===== src/hdl/affine_transform_accumulator_core_macros.svh =====
// Assertion macros of the transform accumulator RTL.
`ifndef AFFINE_TRANSFORM_ACCUMULATOR_CORE_MACROS_SVH
`define AFFINE_TRANSFORM_ACCUMULATOR_CORE_MACROS_SVH

`ifndef ASSERT_OFF
// Checked on every clock edge, masked while reset is high.
`define ATA_ASSERT(lbl, prop, msg) \
  lbl: assert property (@(posedge clk) disable iff (rst) prop) else $error(msg);
// Checked on every clock edge, also during reset.
`define ATA_ASSERT_ALWAYS(lbl, prop, msg) \
  lbl: assert property (@(posedge clk) prop) else $error(msg);
`else
`define ATA_ASSERT(lbl, prop, msg)
`define ATA_ASSERT_ALWAYS(lbl, prop, msg)
`endif

`endif


===== src/hdl/ata_pkg.sv =====
// Types and constants of the transform accumulator.
package ata_pkg;

  localparam int FRACTION_BITS_DEF = 16;
  localparam int DATA_W            = 32;
  localparam int ENTRIES           = 16;
  localparam int IDX_W             = 4;

  typedef enum logic [1:0] {
    OP_CLEAR     = 2'd0,
    OP_IDENTITY  = 2'd1,
    OP_TRANSLATE = 2'd2,
    OP_SCALE     = 2'd3
  } op_t;

  typedef struct packed {
    logic [1:0]               opcode;
    logic signed [DATA_W-1:0] x_value;
    logic signed [DATA_W-1:0] y_value;
    logic signed [DATA_W-1:0] z_value;
  } cmd_t;

  typedef struct packed {
    logic [1:0]               row_index;
    logic [1:0]               col_index;
    logic signed [DATA_W-1:0] entry_value;
    logic                     last_entry;
  } entry_t;

  // Control that travels with one entry through the update pipeline.
  typedef struct packed {
    logic             valid;
    logic [IDX_W-1:0] idx;
    op_t              op;
  } stage_ctl_t;

  // Clamp a wide signed value to the 32-bit signed range.
  function automatic logic signed [DATA_W-1:0] sat32(input logic signed [64:0] v);
    logic signed [64:0] hi;
    logic signed [64:0] lo;
    hi = 65'sh0_7FFF_FFFF;
    lo = -65'sh0_8000_0000;
    if (v > hi) begin
      sat32 = 32'sh7FFF_FFFF;
    end else if (v < lo) begin
      sat32 = 32'sh8000_0000;
    end else begin
      sat32 = v[DATA_W-1:0];
    end
  endfunction

endpackage


===== src/hdl/ata_stream_if.sv =====
// Valid/ready stream channel with a typed payload.
interface ata_stream_if #(
  parameter type payload_t = logic
) ();
  logic     valid;
  logic     ready;
  payload_t payload;

  modport source (output valid, output payload, input ready);
  modport sink   (input valid, input payload, output ready);
endinterface


===== src/hdl/ata_ram.sv =====
// Generic single-port-write, single-port-read RAM with registered read data.
module ata_ram #(
  parameter int WIDTH = 32,
  parameter int DEPTH = 16
) (
  input  logic                     clk,
  input  logic                     we,
  input  logic [$clog2(DEPTH)-1:0] waddr,
  input  logic [WIDTH-1:0]         wdata,
  input  logic                     re,
  input  logic [$clog2(DEPTH)-1:0] raddr,
  output logic [WIDTH-1:0]         rdata
);
  logic [WIDTH-1:0] mem [DEPTH];

  always_ff @(posedge clk) begin
    if (we) begin
      mem[waddr] <= wdata;
    end
    if (re) begin
      rdata <= mem[raddr];
    end
  end
endmodule


===== src/hdl/ata_update_unit.sv =====
// Multiply stage and shift/add/saturate logic that computes one new entry.
module ata_update_unit #(
  parameter int FRACTION_BITS = ata_pkg::FRACTION_BITS_DEF
) (
  input  logic                               clk,
  input  logic                               rst,
  input  logic                               en,
  input  ata_pkg::stage_ctl_t                in_ctl,
  input  logic signed [ata_pkg::DATA_W-1:0]  cur,
  input  logic signed [ata_pkg::DATA_W-1:0]  coef,
  input  logic signed [ata_pkg::DATA_W-1:0]  base,
  output ata_pkg::stage_ctl_t                out_ctl,
  output logic signed [ata_pkg::DATA_W-1:0]  result
);
  import ata_pkg::*;

  localparam logic signed [DATA_W-1:0] ONE = DATA_W'(64'd1 << FRACTION_BITS);

  logic signed [DATA_W-1:0] cur_q;
  logic signed [63:0]       prod_q;
  logic signed [DATA_W-1:0] mul_b;
  logic signed [63:0]       shifted;
  logic signed [64:0]       sum;

  // Translate scales the row-3 entry of the same column; scale uses the entry itself.
  assign mul_b = (in_ctl.op == OP_TRANSLATE) ? base : cur;

  always_ff @(posedge clk) begin
    if (rst) begin
      out_ctl <= '{valid: 1'b0, idx: '0, op: OP_CLEAR};
    end else if (en) begin
      out_ctl <= in_ctl;
    end
  end

  always_ff @(posedge clk) begin
    if (en) begin
      cur_q  <= cur;
      prod_q <= 64'(coef) * 64'(mul_b);
    end
  end

  assign shifted = prod_q >>> FRACTION_BITS;
  assign sum     = 65'(cur_q) + 65'(shifted);

  always_comb begin
    case (out_ctl.op)
      OP_CLEAR: begin
        result = '0;
      end
      OP_IDENTITY: begin
        result = (out_ctl.idx[3:2] == out_ctl.idx[1:0]) ? ONE : '0;
      end
      OP_TRANSLATE: begin
        result = (out_ctl.idx[3:2] == 2'd3) ? cur_q : sat32(sum);
      end
      OP_SCALE: begin
        result = (out_ctl.idx[3:2] == 2'd3) ? cur_q : sat32(65'(shifted));
      end
      default: begin
        result = cur_q;
      end
    endcase
  end
endmodule


===== src/hdl/affine_transform_accumulator_core.sv =====
// Top level of the 4x4 Q16.16 transform accumulator.
//
// cmd_ch (sink) takes one operation per transaction: opcode (clear, identity,
// translate, scale) and x, y, z values in signed fixed point. entry_ch
// (source) returns the sixteen matrix entries after the operation, row-major,
// with last_entry set on row 3, column 3.
// The matrix sits in a 16-entry RAM. A sequencer reads one entry per cycle
// while the output is not stalled. The RAM read data feeds the multiply
// register of the update unit, the shift/add/saturate logic finishes the
// entry, and the result is written back and loaded into the output register.
// A new command is not taken before the previous one is through: sixteen
// reads go through the single RAM read port and the shared multiplier, and
// the update pipeline drains before cmd_ch.ready goes high again.
// cmd_ch.ready is high once the sixteenth entry of the previous operation
// has reached the output register.
// When the receiver stalls, the whole read/update pipeline holds and the
// output register keeps its entry until it is taken.
// Reset clears the control state and the per-entry valid bits, so the matrix
// reads as identity right after reset; no clearing pass is needed.
module affine_transform_accumulator_core #(
  parameter int FRACTION_BITS = ata_pkg::FRACTION_BITS_DEF
) (
  input  logic         clk,
  input  logic         rst,
  ata_stream_if.sink   cmd_ch,
  ata_stream_if.source entry_ch
);
  import ata_pkg::*;

`include "affine_transform_accumulator_core_macros.svh"

  localparam logic signed [DATA_W-1:0] ONE = DATA_W'(64'd1 << FRACTION_BITS);

  logic                     busy;
  logic                     issuing;
  logic [IDX_W-1:0]         cnt;
  op_t                      op_q;
  logic signed [DATA_W-1:0] t_q [3];
  logic signed [DATA_W-1:0] row3 [4];
  logic [ENTRIES-1:0]       vld;
  logic                     s1_valid;
  logic [IDX_W-1:0]         s1_idx;
  logic                     s1_vld;
  logic                     adv;
  logic                     accept;
  logic                     ram_re;
  logic                     ram_we;
  logic [DATA_W-1:0]        ram_rdata;
  logic signed [DATA_W-1:0] s1_cur;
  logic signed [DATA_W-1:0] s1_coef;
  stage_ctl_t               s1_ctl;
  stage_ctl_t               s2_ctl;
  logic signed [DATA_W-1:0] s2_result;
  cmd_t                     cmd;
  entry_t                   out_q;
  logic                     out_valid;

  assign cmd    = cmd_ch.payload;
  assign adv    = !out_valid || entry_ch.ready;
  assign accept = cmd_ch.valid && !busy;
  assign ram_re = adv && issuing;
  assign ram_we = adv && s2_ctl.valid;

  assign cmd_ch.ready     = !busy;
  assign entry_ch.valid   = out_valid;
  assign entry_ch.payload = out_q;

  always_ff @(posedge clk) begin
    if (rst) begin
      busy     <= 1'b0;
      issuing  <= 1'b0;
      cnt      <= '0;
      s1_valid <= 1'b0;
      vld      <= '0;
      row3     <= '{32'sd0, 32'sd0, 32'sd0, ONE};
    end else begin
      if (accept) begin
        busy    <= 1'b1;
        issuing <= 1'b1;
        cnt     <= '0;
        // Row 3 only changes on clear and identity.
        if (op_t'(cmd.opcode) == OP_CLEAR) begin
          row3 <= '{32'sd0, 32'sd0, 32'sd0, 32'sd0};
        end else if (op_t'(cmd.opcode) == OP_IDENTITY) begin
          row3 <= '{32'sd0, 32'sd0, 32'sd0, ONE};
        end
      end
      if (adv) begin
        s1_valid <= issuing;
        if (issuing) begin
          cnt <= cnt + 1'b1;
          if (cnt == IDX_W'(ENTRIES - 1)) begin
            issuing <= 1'b0;
          end
        end
        if (s2_ctl.valid) begin
          vld[s2_ctl.idx] <= 1'b1;
          if (s2_ctl.idx == IDX_W'(ENTRIES - 1)) begin
            busy <= 1'b0;
          end
        end
      end
    end
  end

  always_ff @(posedge clk) begin
    if (accept) begin
      op_q   <= op_t'(cmd.opcode);
      t_q[0] <= cmd.x_value;
      t_q[1] <= cmd.y_value;
      t_q[2] <= cmd.z_value;
    end
    if (ram_re) begin
      s1_idx <= cnt;
      s1_vld <= vld[cnt];
    end
  end

  ata_ram #(
    .WIDTH (DATA_W),
    .DEPTH (ENTRIES)
  ) u_store (
    .clk   (clk),
    .we    (ram_we),
    .waddr (s2_ctl.idx),
    .wdata (s2_result),
    .re    (ram_re),
    .raddr (cnt),
    .rdata (ram_rdata)
  );

  // An entry never written since reset still holds its identity value.
  always_comb begin
    if (s1_vld) begin
      s1_cur = ram_rdata;
    end else begin
      s1_cur = (s1_idx[3:2] == s1_idx[1:0]) ? ONE : '0;
    end
    case (s1_idx[3:2])
      2'd0:    s1_coef = t_q[0];
      2'd1:    s1_coef = t_q[1];
      2'd2:    s1_coef = t_q[2];
      default: s1_coef = '0;
    endcase
  end

  assign s1_ctl = '{valid: s1_valid, idx: s1_idx, op: op_q};

  ata_update_unit #(
    .FRACTION_BITS (FRACTION_BITS)
  ) u_update (
    .clk     (clk),
    .rst     (rst),
    .en      (adv),
    .in_ctl  (s1_ctl),
    .cur     (s1_cur),
    .coef    (s1_coef),
    .base    (row3[s1_idx[1:0]]),
    .out_ctl (s2_ctl),
    .result  (s2_result)
  );

  always_ff @(posedge clk) begin
    if (rst) begin
      out_valid <= 1'b0;
    end else if (adv) begin
      out_valid <= s2_ctl.valid;
    end
  end

  always_ff @(posedge clk) begin
    if (ram_we) begin
      out_q.row_index   <= s2_ctl.idx[3:2];
      out_q.col_index   <= s2_ctl.idx[1:0];
      out_q.entry_value <= s2_result;
      out_q.last_entry  <= (s2_ctl.idx == IDX_W'(ENTRIES - 1));
    end
  end

  `ATA_ASSERT_ALWAYS(a_idle_pipe_empty, !busy |-> (!issuing && !s1_valid && !s2_ctl.valid), "pipeline active while idle")
  `ATA_ASSERT(a_accept_busy, accept |=> (busy && issuing), "accepted command did not start a sweep")
  `ATA_ASSERT(a_write_busy, ram_we |-> busy, "store written outside an operation")
  `ATA_ASSERT(a_stall_hold, (out_valid && !entry_ch.ready) |=> ($stable(s2_ctl) && $stable(cnt)), "pipeline moved during output stall")
  `ATA_ASSERT(a_last_done, (ram_we && s2_ctl.idx == IDX_W'(ENTRIES - 1)) |=> !busy, "busy after the final entry")
endmodule

===== src/flat_wrapper.sv =====
// flat-port wrapper written by rule: the top's interface ports become plain ports
module affine_transform_accumulator_core_flat import ata_pkg::*;
#(
  parameter int FRACTION_BITS = ata_pkg::FRACTION_BITS_DEF
)
  (clk, rst, cmd_ch_valid, cmd_ch_payload, cmd_ch_ready, entry_ch_valid, entry_ch_payload, entry_ch_ready);
  ata_stream_if cmd_ch_i ();
  ata_stream_if entry_ch_i ();
  input  logic clk;
  input  logic rst;
  input wire logic [$bits(cmd_ch_i.valid)-1:0] cmd_ch_valid;
  input wire logic [$bits(cmd_ch_i.payload)-1:0] cmd_ch_payload;
  output wire logic [$bits(cmd_ch_i.ready)-1:0] cmd_ch_ready;
  output wire logic [$bits(entry_ch_i.valid)-1:0] entry_ch_valid;
  output wire logic [$bits(entry_ch_i.payload)-1:0] entry_ch_payload;
  input wire logic [$bits(entry_ch_i.ready)-1:0] entry_ch_ready;
  assign cmd_ch_i.valid = cmd_ch_valid;
  assign cmd_ch_i.payload = cmd_ch_payload;
  assign cmd_ch_ready = cmd_ch_i.ready;
  assign entry_ch_valid = entry_ch_i.valid;
  assign entry_ch_payload = entry_ch_i.payload;
  assign entry_ch_i.ready = entry_ch_ready;
  affine_transform_accumulator_core #(.FRACTION_BITS(FRACTION_BITS)) u_core (.clk(clk), .rst(rst), .cmd_ch(cmd_ch_i), .entry_ch(entry_ch_i));
endmodule

===== config.mk =====
export PLATFORM = sky130hd
export DESIGN_NAME = affine_transform_accumulator_core_flat
export DESIGN_NICKNAME = d
export VERILOG_FILES = /design/src/hdl/ata_pkg.sv /design/src/hdl/ata_stream_if.sv /design/src/hdl/ata_ram.sv /design/src/hdl/ata_update_unit.sv /design/src/hdl/affine_transform_accumulator_core.sv /design/src/flat_wrapper.sv
export VERILOG_INCLUDE_DIRS = /design/src /design/src/hdl
export SDC_FILE = /design/constraint.sdc
export NUM_CORES = 1
export LEC_CHECK = 0
export ABC_CLOCK_PERIOD_IN_PS = 2140
export BUFFER_PORTS_ARGS = -buffer_cell sky130_fd_sc_hd__clkbuf_2
export CORE_MARGIN = 5
export CORE_UTILIZATION = 50
export DETAILED_ROUTE_END_ITERATION = 10
export PLACE_DENSITY_LB_ADDON = 0.15
export RECOVER_POWER = 50
export SYNTH_ARGS = -nofsm -noshare
export SYNTH_HDL_FRONTEND = slang
export SYNTH_SLANG_ARGS = --single-unit

===== constraint.sdc =====
create_clock -name clk -period 2.14 [get_ports clk]
set_input_delay 0 -clock clk [delete_from_list [all_inputs] [get_ports clk]]
set_output_delay 0 -clock clk [all_outputs]
set_load 0.02 [all_outputs]

==> flow_summary.toml <==
[route]
drc = 0
postRouteAntennaNets = 0
vias = 524
wl_um = 1230
drt_pass1_iterations = 4
drt-wirelength-per-cell_um = 13.0
viasPerCell = 5.52
drt_iter0_markers = 11

[logic_synthesis]
synth_nets = 77
yosysWarnings = 0
syn_inst = 71
ys_seq_area_frac = 0.589
ys_ff_latch = 18
synth_cell_types = 27
synth.avg_cell_area_um2 = 9.82
syn_area_um2 = 697

[power_and_ir_drop]
max-vdd-ir-drop_mv = 0.505
p_leak_uw = 0.000294
p_comb_frac = 0.071
power_switching_uw = 137
p_int_uw = 488
pwr-share-clk = 0.326
pwr-share-seq = 0.603
power.density_nw_per_um2 = 802
sw_frac_of_total = 0.219

[critical_path]
r2r-start = "u_core.entry_ch.valid"
reg2regPathDepth = 4
arrival_ns = 1.64
end_kind = "flip-flop"
cp-start-kind = "flip-flop"
r2r_slack_ns = 0.70
cp_data_required_time_ns = 2.34
path_class = "flip-flop to flip-flop"
crit_fanout = 12
regToRegEndpoint = "u_core.cnt[2]"

[clock_tree]
cts_made_buffers = 3
cts_sinks = 18
postCtsSetupRepairBufs = 0
clock_latency_ns = 0.29
htreeDepth = 1
clk_pin_slew_ns = 0.10
cts_tree = "yes"
cts_root_buffer = "clkbuf_4"
clock_tree.buffer_depth = 2

[timing]
setup_tns_ns = 0
fin_worst_skew_ns = 0.00368
post-route-min-period_ns = 1.44
rsz0062_at_grt = "no"
slew_headroom = 0.678
hold_viol = 0
period_share = 0.671
tightest_slew_ns = 0.482
drv_slew = 0
fmax_ghz = 0.697
fin_hold_ws_ns = 0.0816
setup_ws_ns = 0.704
final-setup-viol-count = 0

[outcome]
status = "complete, no violations"

[layout]
drive_above_1_share = 0.125
diodes = 0
final_cell_mix = "13 x nand2_1, 13 x dfxtp_1, 8 x a21oi_1"
nets = 87
syn2layout_area_growth_pct = 11.7

[grt]
grt_pass1_vias = 482
grt_max_degree = 16
gr-total-overflow = 0
grt_usage = 0.139
grt_pass1_wl_um = 2060
antenna_found_initial = 0

[hold_path]
worstHoldPathCells = 2
min-delay-start = "rst"
holdPathEnd = "u_core.u_update.out_ctl[5]"
min_path_type = "input port to flip-flop"

[flow_run]
cap_violations = 0

[placed_design]
port_buffers = 6
post-dp-hpwl_um = 833
place_ws_ns = 0.859
place_congestion = 0.804

[floorplanning]
dieArea_um2 = 2240
coreArea_um2 = 1320
io-pin-count = 8
rows = 13
die_w_um = 47.3
start_util = 0.529
fp.dieH_um = 47.3
[cell type report]
cell class	instances	area (µm²)
multi-input cells	47	262
clock buffers	4	36.3
fillers	128	539
inverters	3	11.3
repair buffers	8	40.0
flip-flops and latches	18	410
well taps	15	18.8
[kinds of logic (layout without fill, tap and decap cells)]
group,Yosys count,count (layout),synth area share
compound gates,17,17,0.153
fa+ha+maj,1,1,0.0180
simple gates,29,29,0.205
flops,18,18,0.589
buf+inv,6,15,0.0359
[registers in the layout, summed over array words and instances, names as in the netlist]
signal	cells
u_core.cnt	4
u_core.s1_idx	4
u_core.u_update.out_ctl	5
u_core.entry_ch.payload	1
u_core.issuing	1
u_core.s1_valid	1
u_core.busy	1
u_core.entry_ch.valid	1
[power groups by stage]
stage               Clock [µW]  Sequential [µW]  Combinational [µW]
floorplan                    0              383                30.2
global placement             0              384                42.3
detailed placement           0              385                43.8
CTS                        213              377                45.5
global route               230              380                50.6
finish                     203              377                44.1
[metrics by stage]
stage | cell area, µm² | instances | total power [µW] | utilization
final | 778 | 95 | 624 | 0.591
after global routing | 778 | 95 | 660 | 0.591
after CTS | 786 | 95 | 636 | 0.596
after detailed placement | 739 | 90 | 429 | 0.561
after global placement | 739 | 90 | 427 | 0.561
after floorplan | 697 | 71 | 414 | -
[timing repair]
item	4_1_cts	5_1_grt
endpoints found under the setup margin	0	0
gates resized for setup	0	0
hold buffers	1	0
endpoints found under the hold margin	1	0
[synth_stat cells]
library cell  instances  share of area
o21ai_0               1         0.0072
a41oi_1               1          0.013
buf_2                 2          0.014
nand2b_1              3          0.027
and2_1                1         0.0090
nor2_1                3          0.016
or3_1                 1         0.0090
o22ai_1               1         0.0090
or2_2                 1         0.0090
nand3_1               2          0.014
inv_2                 1         0.0054
a311oi_1              1          0.013
edfxtp_1              5           0.22
a21oi_1               8          0.057
ha_1                  1          0.018
dfxtp_1              13           0.37
clkbuf_1              1         0.0054
o211ai_1              2          0.022
nand4_1               1         0.0090
a31oi_1               1         0.0090
a211oi_1              1          0.011
and4_1                1          0.013
nor2b_1               2          0.018
or4_1                 1          0.011
inv_1                 2          0.011
a21o_2                1          0.013
nand2_1              13          0.070
[routing by layer]
metal / track usage / share of wire / vias to the layer above
met5: 0 / 0 / -
met4: 0.0994 / 0.022 / 0
met3: 0.0460 / 0.036 / 4
met2: 0.209 / 0.47 / 6
met1: 0.165 / 0.47 / 243
li1: - / - / 271
[critical path, stage by stage (launching register included)]
cell      delay [ns]
dfxtp_1         0.35
nor2b_1         0.13
clkbuf_1        0.39
o21ai_0         0.20
a311oi_1        0.28
[worst max path at each step]
stage | startpoint | endpoint | slack (ns) | cells past startpoint
3_5_place_dp | u_core.cnt[0] | u_core.cnt[2] | 0.86 | 3
2_1_floorplan | u_core.entry_ch.valid | u_core.cnt[2] | 0.91 | 4
3_3_place_gp | u_core.cnt[0] | u_core.cnt[2] | 0.87 | 3
5_1_grt | u_core.entry_ch.valid | u_core.cnt[2] | 0.44 | 4
4_1_cts | u_core.cnt[0] | u_core.cnt[2] | 0.84 | 3
6_report | u_core.entry_ch.valid | u_core.cnt[2] | 0.70 | 4
No activity file was read; power rests on OpenSTA's default activity.
